`src/sv/fdpb_pkg.sv`:
```
// ----------------------------------------------------------------------------
// fdpb_pkg
// shared constants for the pixel budget dimension fitter
// ----------------------------------------------------------------------------
package fdpb_pkg;

  localparam int unsigned DimBitsDefault = 16;
  localparam int unsigned BudgetBits     = 32;

endpackage

```
`src/sv/fdpb_div_cell.sv`:
```
// ----------------------------------------------------------------------------
// fdpb_div_cell
// one restoring division step, one quotient bit per cell
// ----------------------------------------------------------------------------
module fdpb_div_cell #(
  parameter int unsigned DimBits = fdpb_pkg::DimBitsDefault,
  parameter int unsigned NumBits = fdpb_pkg::DimBitsDefault + fdpb_pkg::BudgetBits
) (
  input  logic               clk_i,
  input  logic               en_i,
  input  logic [NumBits-1:0] num_i,
  input  logic [DimBits-1:0] div_i,
  input  logic [DimBits-1:0] rem_i,
  input  logic [NumBits-1:0] quo_i,
  output logic [NumBits-1:0] num_o,
  output logic [DimBits-1:0] div_o,
  output logic [DimBits-1:0] rem_o,
  output logic [NumBits-1:0] quo_o
);

  logic [DimBits:0]   trial;
  logic               fits;
  logic [NumBits-1:0] num_q;
  logic [DimBits-1:0] div_q;
  logic [DimBits-1:0] rem_q, rem_d;
  logic [NumBits-1:0] quo_q;

  assign trial = {rem_i, num_i[NumBits-1]};
  assign fits  = (trial >= {1'b0, div_i});

  always_comb begin
    if (fits) begin
      rem_d = DimBits'(trial - {1'b0, div_i});
    end else begin
      rem_d = trial[DimBits-1:0];
    end
  end

  always_ff @(posedge clk_i) begin
    if (en_i) begin
      num_q <= {num_i[NumBits-2:0], 1'b0};
      div_q <= div_i;
      rem_q <= rem_d;
      quo_q <= {quo_i[NumBits-2:0], fits};
    end
  end

  assign num_o = num_q;
  assign div_o = div_q;
  assign rem_o = rem_q;
  assign quo_o = quo_q;

endmodule

```
`config.mk`:
```
export PLATFORM = sky130hd
export DESIGN_NAME = fdpb_div_cell
export DESIGN_NICKNAME = d
export VERILOG_FILES = /design/src/sv/fdpb_pkg.sv /design/src/sv/fdpb_div_cell.sv
export SDC_FILE = /design/constraint.sdc
export NUM_CORES = 1
export LEC_CHECK = 0
export ABC_AREA = 1
export BUFFER_PORTS_ARGS = -buffer_cell sky130_fd_sc_hd__buf_2
export CAP_MARGIN = 20
export CORE_MARGIN = 4
export CORE_UTILIZATION = 49
export CTS_BUF_LIST = sky130_fd_sc_hd__clkbuf_8 sky130_fd_sc_hd__clkbuf_16
export DETAILED_ROUTE_END_ITERATION = 8
export PLACE_DENSITY = 0.83
export SYNTH_ARGS = -nofsm -noshare
export SYNTH_HDL_FRONTEND = slang
export SYNTH_SLANG_ARGS = --single-unit
export TNS_END_PERCENT = 20
```
`constraint.sdc`:
```
create_clock -name clk_i -period 5 [get_ports clk_i]
set_input_delay 1.5 -clock clk_i [delete_from_list [all_inputs] [get_ports clk_i]]
set_output_delay 1.5 -clock clk_i [all_outputs]
set_load 0.05 [all_outputs]
```
==> Word-level counts from Yosys, hierarchy flattened <==
Cells that the tools add are included.
Widths: inputs -> output; s select.
{ "totals": {"inputBits": 130, "elab_cells": 7, "output_inout_bits": 128, "regBits": 127} }
{ "op_classes": {"addsub": 1, "order_cmp": 1, "n_mux": 1} }
{ "op_table": {"columns": ["cell", "count"], "rows": [
  ["$ge 17x16->1", 1],
  ["$mux 16", 1],
  ["$sub 16x16->16", 1]
]} }

==> Logic depth before layout (Yosys ltp) <==
{ "logic_depth": {"word_depth": 2, "mapped_depth": 14, "mapped_depth_nobuf": 13} }

==> Worst setup path before layout <==
OpenSTA, ideal clock, no wires.
{ "synth_timing": {"path_kind": "input port to flip-flop", "from": "input div_i[3]", "to": "register rem_q[12] (netlist: rem_o[12]) (data pin)", "arrival_time_ns": 2.733, "stages": 14, "setup_time_ns": 0.253, "path_buffers": 2, "slack_ns": 2.014, "t_required_ns": 4.747, "path_cell_list": "inv_1 ha_1 nand2_1 inv_1 nand2_1 nand2_1 nand2_1 nand3_2 nand2_1 nand2_2 buf_6 buf_12 nand3_1 nand2_1"} }
{ "synth_between": {"elab_chain_len": 2, "elab_cells_between_ends": 3, "cone_classes": "add/sub (1); order compare (1); mux (1)"} }
{ "synth_lines": {"columns": ["element", "line", "rtl"], "rows": [
  ["from (decl)", "fdpb_div_cell.sv:12", "input logic [DimBits-1:0] div_i,"],
  ["$ge 17x16->1", "fdpb_div_cell.sv:29", "assign fits = (trial >= {1'b0, div_i});"],
  ["named net fits", "fdpb_div_cell.sv:22", "logic fits;"],
  ["$mux 16", "fdpb_div_cell.sv:32", "if (fits) begin"],
  ["named net rem_d[12]", "fdpb_div_cell.sv:25", "logic [DimBits-1:0] rem_q, rem_d;"],
  ["to (signal assigned)", "fdpb_div_cell.sv:43", "rem_q <= rem_d;"],
  ["to (decl)", "fdpb_div_cell.sv:25", null]
]} }
The timed path passes the listed nets, and every way through them passes these cells.
A chain may end at the register's enable or synchronous reset.

==> Worst setup path in the final report <==
{ "layout_timing": {"from": "input div_i[2]", "to": "register rem_q[11] (netlist: rem_o[11]) (data pin)"} }
{ "layout_between": {"elab_chain_len": 2, "elab_cells_between_ends": 3, "cone_classes": "add/sub (1); order compare (1); mux (1)"} }
{ "layout_lines": {"columns": ["element", "line"], "rows": [
  ["$sub 16x16->16 / $ge 17x16->1 (equally long branches)", "fdpb_div_cell.sv:33, fdpb_div_cell.sv:29"],
  ["$mux 16 (*)", "fdpb_div_cell.sv:32"],
  ["named net rem_d[11]", "fdpb_div_cell.sv:25"]
]} }
Mark *: on every way through the listed nets, which the timed path passes. The rest lies on a longest branch.

==> summary.txt <==
Hold path
  – Hold EP: quo_o[21]
  – Min-delay src: quo_i[20]
  – Tightest Hold Check Type: in -> reg
  – WHS Path Cells: 1

GRT
  – First-pass GRT wire length: 21,500 µm
  – M2 GR Usage: 43.0%
  – GR Layer Usage met1: 23.6%
  – Congestion Overflow GR: 0
  – Largest net degree at the start of global routing: 74
  – Vias in the first global route: 4,059
  – Met3 global-route usage: 7.34%
  – Initial antenna violation count: 0
  – Gr busiest metal: met2
  – GR Util All Layers: 22.8%

STA
  – TNS Setup: 0 ps
  – WHS: 1170 ps
  – Fmax: 0.314 GHz
  – Final Hold Viols: 0
  – Slew Limit Fails: 0
  – Final min period: 3180 ps
  – Final setup violation count: 0
  – Tcrit/Tclk final: 63.7%
  – Slew @ Worst Pin: 915 ps
  – Worst rel slew slack: 39.0%
  – RSZ-0062 raised after global routing: no

Route
  – Initial DRC Count: 219
  – Final ANT Viol Nets: 0
  – Drt first pass iters: 5
  – DR DRC count: 0
  – Vias/cell: 4.82
  – Wirelength per Cell: 16.8 µm
  – Vias: 3,951
  – Total wire length: 13,800 µm

Job
  – MaxCap Viol Count: 0

Die
  – Die Ht: 110 µm
  – Die ar.: 12,200 µm²
  – Initial Utilization: 50.0%
  – Row count: 37
  – Die width: 110 µm
  – I/O Pins: 258
  – CORE AREA: 10,300 µm²

Final layout
  – Layout cell share with drive strength beyond 1: 43.0%
  – Multi-input gate area: 1050 µm²
  – Nets@finish: 817
  – Sequential Area: 3810 µm²
  – N_diodes: 0
  – # fillers: 739
  – Area Growth Syn to Fin: 39.3%

Clock network
  – H-tree depth: 4
  – Clock Path Buffers: 2
  – Clk root buf: clkbuf_8
  – CTS tree: done
  – Clk slew on worst S/H paths: 60 ps
  – Post-CTS Setup Repair Bufs: 0
  – # hold bufs at CTS: 0
  – Post-cts resize count: 0
  – CTS buffer count: 17
  – CTS Sinks: 127

Power and ir drop
  – Leakage: 3.46 nW
  – VDD IR max: 0.000261 V
  – Power per Cell Area: 448 nW/µm²

Synth
  – Synth unique cells: 24
  – Largest area contributor in the netlist: edfxtp_1
  – Sequential-to-total area share from yosys stat: 74.1%
  – Synth Instances: 398
  – Yosys warnings: 0
  – Synth top area share: 74.1%
  – Most frequent cells after synthesis: edfxtp_1, nand2_1, inv_1
  – Number of flops mapped to enable cells by yosys: 127
  – Syn_nets: 545
  – Top cells by area, synth: edfxtp_1, nand2_1, inv_1
  – Most frequent cell after synthesis: edfxtp_1
  – Mapped Area: 5140 µm²
  – Main flop type after synthesis: edfxtp_1
  – #FFs+latches synth: 127
  – Mean area per synthesized cell: 12.9 µm²
  – Asr flop ratio synth: 0%

Critical path
  – WP data required: 5250 ps
  – CP max FO: 20
  – Setup CP Type: in -> reg
  – CP startpoint kind: input port
  – CP Capture Type: flop
  – Crit path arrival time: 3440 ps

Placement
  – Post-DP HPWL: 10,600 µm
  – Gpl congestion: 0.858
  – Port Buffers: 255

Status
  – Outcome: complete, no violations
-- routing by layer --
layer | share of wire [%] | vias to the layer above
met5 | 0 | -
met4 | 1.9 | 0
met3 | 7.6 | 20
met2 | 56 | 189
met1 | 35 | 1859
li1 | - | 1883
-- state kept, by name, indices dropped and copies added, names as in the netlist --
register	cells
num_o	47
div_o	16
rem_o	16
quo_o	48
-- per-stage QoR --
step / setup WS, ps / instance area, µm² / power [mW] / util (%) / cells
after floorplan: 2010 / 5140 / 1.79 / - / 398
after global placement: 1320 / 6560 / 1.96 / 63.8 / 787
after detailed placement: 1280 / 6560 / 1.98 / 63.8 / 787
after CTS: 1820 / 7170 / 3.23 / 69.7 / 819
after global routing: 1600 / 7170 / 3.34 / 69.7 / 819
final: 1820 / 7170 / 3.21 / 69.7 / 819
-- where the power goes --
group	switching, mW	internal (mW)	total, mW
logic	0.504	0.150	0.653
registers	0.0232	1.28	1.31
clock network	0.441	0.808	1.25
total	0.967	2.24	3.21
-- cell type report --
type                    instances  area share [%]
clock inverters                15            2.71
clock buffers                  17            5.78
flip-flops and latches        127            53.2
inverters                      60            3.14
repair buffers                257            18.1
well taps                     136            2.37
multi-input cells             207            14.7
-- worst max-delay path by stage --
stage | startpoint | to
2_1_floorplan | div_i[3] | rem_o[12]
3_3_place_gp | div_i[2] | rem_o[11]
3_5_place_dp | div_i[2] | rem_o[11]
4_1_cts | div_i[2] | rem_o[9]
5_1_grt | div_i[11] | rem_o[7]
6_report | div_i[2] | rem_o[11]
-- layout by cell type, fill, tap and decap left out, types with 3 or more instances in the layout --
cell and count:
a21oi_1 9, buf_2 254, buf_4 3, bufinv_16 4
clkbuf_16 16, edfxtp_1 127, ha_1 16, inv_1 61
nand2_1 120, nand3_1 17, nand4_1 4, nor2_1 16
nor2_2 3, xor2_1 5
-- cells by family (layout without fill, tap and decap cells) --
group	after synthesis	count (layout)	synth area share, %
other	1	1	0.0729
flip-flops	127	127	74.1
AO/OA/AOI/OAI	12	12	1.22
buffers and inverters	64	349	5.35
XOR/XNOR	6	6	1.02
AND/OR/NAND/NOR	171	171	13.9
adder cells (fa/ha/maj)	17	17	4.28
-- worst max-delay path, stage by stage --
cell	delay, ps
buf_2	90
inv_1	40
ha_1	370
nand2_1	130
nor2_1	180
nand3_1	90
nor2_1	90
nor2_1	60
nand2_2	320
inv_1	360
nand2_1	140
nand2_1	60
Power figures use the tool's default switching activity.
