`src/sv/fdpb_pkg.sv`:
```
// ----------------------------------------------------------------------------
// fdpb_pkg
// shared constants for the pixel budget dimension fitter
// ----------------------------------------------------------------------------
package fdpb_pkg;

  localparam int unsigned DimBitsDefault = 16;
  localparam int unsigned BudgetBits     = 32;

endpackage

```
`src/sv/fdpb_sqrt_cell.sv`:
```
// ----------------------------------------------------------------------------
// fdpb_sqrt_cell
// one digit-by-digit square root step, one root bit per cell
// ----------------------------------------------------------------------------
module fdpb_sqrt_cell #(
  parameter int unsigned HalfBits = (fdpb_pkg::DimBitsDefault + fdpb_pkg::BudgetBits + 1) / 2
) (
  input  logic                  clk_i,
  input  logic                  en_i,
  input  logic [2*HalfBits-1:0] val_i,
  input  logic [HalfBits+1:0]   rem_i,
  input  logic [HalfBits-1:0]   root_i,
  output logic [2*HalfBits-1:0] val_o,
  output logic [HalfBits+1:0]   rem_o,
  output logic [HalfBits-1:0]   root_o
);

  logic [HalfBits+3:0]   brought;
  logic [HalfBits+3:0]   trial;
  logic                  fits;
  logic [HalfBits+1:0]   rem_d;
  logic [2*HalfBits-1:0] val_q;
  logic [HalfBits+1:0]   rem_q;
  logic [HalfBits-1:0]   root_q;

  assign brought = {rem_i, val_i[2*HalfBits-1 -: 2]};
  assign trial   = {2'b00, root_i, 2'b01};
  assign fits    = (brought >= trial);

  always_comb begin
    if (fits) begin
      rem_d = (HalfBits+2)'(brought - trial);
    end else begin
      rem_d = brought[HalfBits+1:0];
    end
  end

  always_ff @(posedge clk_i) begin
    if (en_i) begin
      val_q  <= {val_i[2*HalfBits-3:0], 2'b00};
      rem_q  <= rem_d;
      root_q <= {root_i[HalfBits-2:0], fits};
    end
  end

  assign val_o  = val_q;
  assign rem_o  = rem_q;
  assign root_o = root_q;

endmodule

```
`config.mk`:
```
export PLATFORM = sky130hd
export DESIGN_NAME = fdpb_sqrt_cell
export DESIGN_NICKNAME = d
export VERILOG_FILES = /design/src/sv/fdpb_pkg.sv /design/src/sv/fdpb_sqrt_cell.sv
export SDC_FILE = /design/constraint.sdc
export NUM_CORES = 1
export LEC_CHECK = 0
export BUFFER_PORTS_ARGS = -buffer_cell sky130_fd_sc_hd__buf_2
export CORE_UTILIZATION = 44
export CTS_CLUSTER_SIZE = 40
export DETAILED_ROUTE_END_ITERATION = 8
export PLACE_DENSITY = 0.77
export SETUP_SLACK_MARGIN = 0.2
export SLEW_MARGIN = 10
export SYNTH_ARGS = -nofsm -noshare
export SYNTH_HDL_FRONTEND = slang
export SYNTH_SLANG_ARGS = --single-unit
export TNS_END_PERCENT = 10
```
`constraint.sdc`:
```
create_clock -name clk_i -period 2.57 [get_ports clk_i]
set_clock_uncertainty 0.05 [all_clocks]
set_input_delay 0.257 -clock clk_i [delete_from_list [all_inputs] [get_ports clk_i]]
set_output_delay 0.257 -clock clk_i [all_outputs]
set_load 0.02 [all_outputs]
```
=== Word level (Yosys, flattened, before mapping) ===
Index checks and enable logic that the tools add are counted.

* Register bits after elaboration: 96
* Output and inout port bits: 98
* Input port bits: 100
* Logic and storage cells: 6

* Mux-type cells: 1
* Order comparisons: 1
* Add/subtract/negate cells: 1

{| class="wikitable"
|+ Operators by type and width
! operator !! number
|-
| >= comparator 28 x 26 -> 1 bit || 1
|-
| two-way mux 26 bit || 1
|-
| subtractor 26 bit || 1
|}

=== Logic depth before layout (Yosys ltp) ===
* Depth in word-level cells: 2
* Mapped depth: 11
* Gate-level depth less buffers: 10

=== Worst setup path after synthesis ===
Ideal clock, no wire load.

* Path kind: input port to flip-flop
* From: input port root_i[0]
* To: register rem_q[10], in the netlist rem_o[10], data pin
* Path slack: 6 ps
* Data arrival time: 2254 ps
* Required time: 2260 ps
* Buffers on the path: 1
* Stages: 11
* Library setup time: 260 ps
* Cells stage by stage: inv_1 > ha_1 > nand2b_1 > a211o_1 > a21oi_2 > o211ai_2 > a31oi_2 > nor2_2 > o21ai_4 > buf_12 > mux2_4

* Word-level cells in the longest chain between the ends: 2
* Elaborated cells on any way between the ends: 3
* Classes of those cells: 1 x add/sub; 1 x order compare; 1 x mux

{| class="wikitable"
|+ Ends and longest elaborated chain
! element !! line !! text
|-
| start, declared || fdpb_sqrt_cell.sv:12 || <nowiki>input logic [HalfBits-1:0] root_i,</nowiki>
|-
| subtractor 26 bit / >= comparator 28 x 26 -> 1 bit (equally long branches) || fdpb_sqrt_cell.sv:32, fdpb_sqrt_cell.sv:28 ||
|-
| two-way mux 26 bit * || fdpb_sqrt_cell.sv:31 || <nowiki>if (fits) begin</nowiki>
|-
| named net rem_d[10] || fdpb_sqrt_cell.sv:21 || <nowiki>logic [HalfBits+1:0] rem_d;</nowiki>
|-
| end signal, assigned || fdpb_sqrt_cell.sv:41 || <nowiki>rem_q <= rem_d;</nowiki>
|-
| end, declared || fdpb_sqrt_cell.sv:23 || <nowiki>logic [HalfBits+1:0] rem_q;</nowiki>
|}

Mark *: on every way through the listed nets, which the timed path passes. The rest lies on a longest branch.
A chain may end at the register's enable or synchronous reset.

=== Final worst setup path ===
* From: input port root_i[0]
* To: register rem_q[20], in the netlist rem_o[20], data pin

Same word-level chain as after synthesis.

==> flow_summary.json <==
{
  "period_share_pct": 87.6,
  "ant_nets": 0,
  "dieWidth_um": 106,
  "setup-tns-final_ns": 0,
  "cts.sinks": 96,
  "cts_buffers": 9,
  "wl_um": 11700,
  "maxSlewHeadroom_pct": 66.5,
  "worst_setup_path_start_kind": "input pin",
  "h-tree-depth": 3,
  "hold_viol": 0,
  "ctsRootBufferMaster": "clkbuf_8",
  "yosys.area_share.simple_pct": 6.96,
  "synth_compound_area_share_pct": 10.1,
  "area_growth_pct": 42.0,
  "post_synth_xor_area_fraction_pct": 4.26,
  "rsz0062_at_grt": "yes",
  "dr.pass1.iters": 4,
  "period_needed_ns": 2.25,
  "gp_congestion": 0.873,
  "synth_edf_count": 96,
  "finalSetupViolCount": 0,
  "drive_gt1_share_pct": 46.8,
  "core_sq_um": 10400,
  "worst_slew_pin_slew_ns": 0.502,
  "hold_class": "in2reg",
  "p_leak_uw": 0.00305,
  "p_per_area_nw_per_um2": 601,
  "maxCapViolCount": 0,
  "via_per_inst": 4.90,
  "dieHeight_um": 106,
  "nets": 739,
  "track_usage_pct": 21.4,
  "synth_top_family_by_area": "compound AO/OA/AOI/OAI gates",
  "synthAdderAreaFrac_pct": 6.88,
  "cts.clk_slew.worst_paths_ns": 0.09,
  "critical-path-top-delay-family": "compound AO/OA/AOI/OAI gates",
  "remaining_drc_errors": 0,
  "setup_ws_ns": 0.319,
  "ys.flop_type": "edfxtp_1",
  "place_inst": 709,
  "drt_iter0_markers": 128,
  "required_ns": 2.64,
  "vias": 3693,
  "cts_tree": "done",
  "synthMuxAreaShare_pct": 6.94,
  "fillerInstances": 775,
  "die_area_sq_um": 11200,
  "cpMaxStageDelayCell": "mux2_4",
  "port_buffers": 195,
  "grt_pass1_wl_um": 18100,
  "syn-cell-area_sq_um": 4730,
  "grt_antenna_before_repair": 0,
  "cp-end-kind": "register",
  "layout.cells.non_filler": 753,
  "grt_max_degree": 62,
  "cp_data_arrival_time_ns": 2.33,
  "start_util_pct": 45.6,
  "yosys_warnings": 0,
  "ys_seq_area_share_pct": 61.0,
  "multi_input_area_sq_um": 1770,
  "ys_ff_latch": 96,
  "wl_per_cell_um": 15.5,
  "fmax_mhz": 444,
  "path_max_fanout": 7,
  "syn_avg_cell_area_sq_um": 13.7,
  "crit_chain": "buf_2, inv_8, ha_4, nand2b_4, a211o_1, a21oi_2, o211ai_2, a31oi_2, nor2_2, o21ai_4, buf_4, mux2_4",
  "io_pins": 198,
  "cts_max_path_buffers": 2,
  "ys_types": 50,
  "syn_inst": 345,
  "async_reset_ff_share_pct": 0,
  "grt_pass1_vias": 3769,
  "num_rows": 37,
  "crit_type": "in2reg",
  "cp_slowest_stage_delay_ns": 0.31,
  "n_antenna_cell": 0,
  "grt-ovfl-total": 0,
  "post_cts_buffers": 0,
  "final-seq-area_sq_um": 2880,
  "status": "completed",
  "dp_hpwl_um": 8920,
  "ir_drop_v": 0.000340,
  "dpl_worst_slack_ns": -0.0700,
  "worst-path-buf-inv": 3,
  "slew_violations": 0
}
-- flip-flops by register name, summed over array words and instances, names as in the netlist --
| signal | cells |
|---|---|
| val_o | 46 |
| rem_o | 26 |
| root_o | 24 |
-- final cells by class --
| type | instances | share of cell area [%] |
|---|---|---|
| sequential | 96 | 42.9 |
| multi-input combinational | 214 | 26.4 |
| timing repair buffer | 262 | 23.5 |
| tap | 136 | 2.53 |
| clock buffer | 10 | 1.90 |
| inverter | 30 | 1.79 |
| clock inverter | 5 | 0.876 |
-- cell usage after synthesis (3+ instances only) --
| cell type | instances | area, sq um |
|---|---|---|
| edfxtp_1 | 96 | 2880 |
| inv_1 | 30 | 113 |
| ha_1 | 26 | 325 |
| a21oi_1 | 21 | 105 |
| nand2_1 | 21 | 78.8 |
| mux2_4 | 16 | 240 |
| nor2_1 | 16 | 60.1 |
| o21ai_0 | 15 | 75.1 |
| xnor2_1 | 13 | 114 |
| xor2_1 | 10 | 87.6 |
| a211oi_1 | 6 | 45.0 |
| a21o_1 | 6 | 45.0 |
| mux2_2 | 6 | 67.6 |
| nor3_1 | 6 | 30.0 |
| and2_1 | 3 | 18.8 |
| and3_1 | 3 | 18.8 |
| nand2b_1 | 3 | 18.8 |
| nor2b_1 | 3 | 18.8 |
| o21a_1 | 3 | 22.5 |
-- final timing paths --
path	startpoint	end	slack (ns)	depth (start not counted)
setup / recovery	root_i[0]	rem_o[20]	0.32	12
hold / removal	val_i[7]	val_o[9]	0.02	1
-- stage by stage --
step | hold WS (ns) | power [uW] | area (sq um) | util (%)
after floorplan | 0.306 | 2650 | 4840 | -
after global placement | 0.384 | 3040 | 6230 | 60.1
after detailed placement | 0.386 | 3070 | 6230 | 60.1
after CTS | 0.000112 | 4060 | 6710 | 64.7
after global routing | 0.00369 | 4210 | 6710 | 64.7
final | 0.0153 | 4030 | 6710 | 64.7
-- what timing repair did --
item                                    4_1_cts  5_1_grt
resized for setup                             0        1
endpoints found under the setup margin        0        3
hold buffers                                 29        0
endpoints found under the hold margin        29        0
-- power by group --
group          internal, uW  switching [uW]  leakage [uW]
logic                   514             604       0.00202
registers              1920            39.6      0.000940
clock network           445             516     0.0000900
-- cell usage in the layout (no fill, tap or decap), types with 7 or more instances in the layout --
cell	count
a21oi_1	21
buf_2	194
buf_4	37
clkbuf_8	9
dlygate4sd3_1	29
edfxtp_1	96
ha_1	18
ha_4	7
inv_1	27
mux2_4	16
nand2_1	20
nor2_1	16
o21ai_0	15
xnor2_1	13
xor2_1	10
-- cells by family (layout without fill, tap and decap cells) --
kind of cell / Yosys count / count (layout)
AOI/OAI and AO/OA: 72 / 72
muxes: 24 / 24
DFF: 96 / 96
xor gates and xnor gates: 23 / 23
other: 1 / 2
adders and majority gates: 26 / 26
buffers and inverters: 36 / 307
and+or+nand+nor: 67 / 67
-- metal layers --
metal / part of all wire [%] / up-vias / track usage (%) / routed length, um
li1: - / 1813 / - / -
met1: 39 / 1730 / 23.1 / 4540
met2: 51 / 135 / 39.2 / 5940
met3: 8.5 / 15 / 6.68 / 998
met4: 1.6 / 0 / 7.84 / 188
met5: 0 / - / 0 / 0
Note: power is estimated with default switching activity, not from simulation.
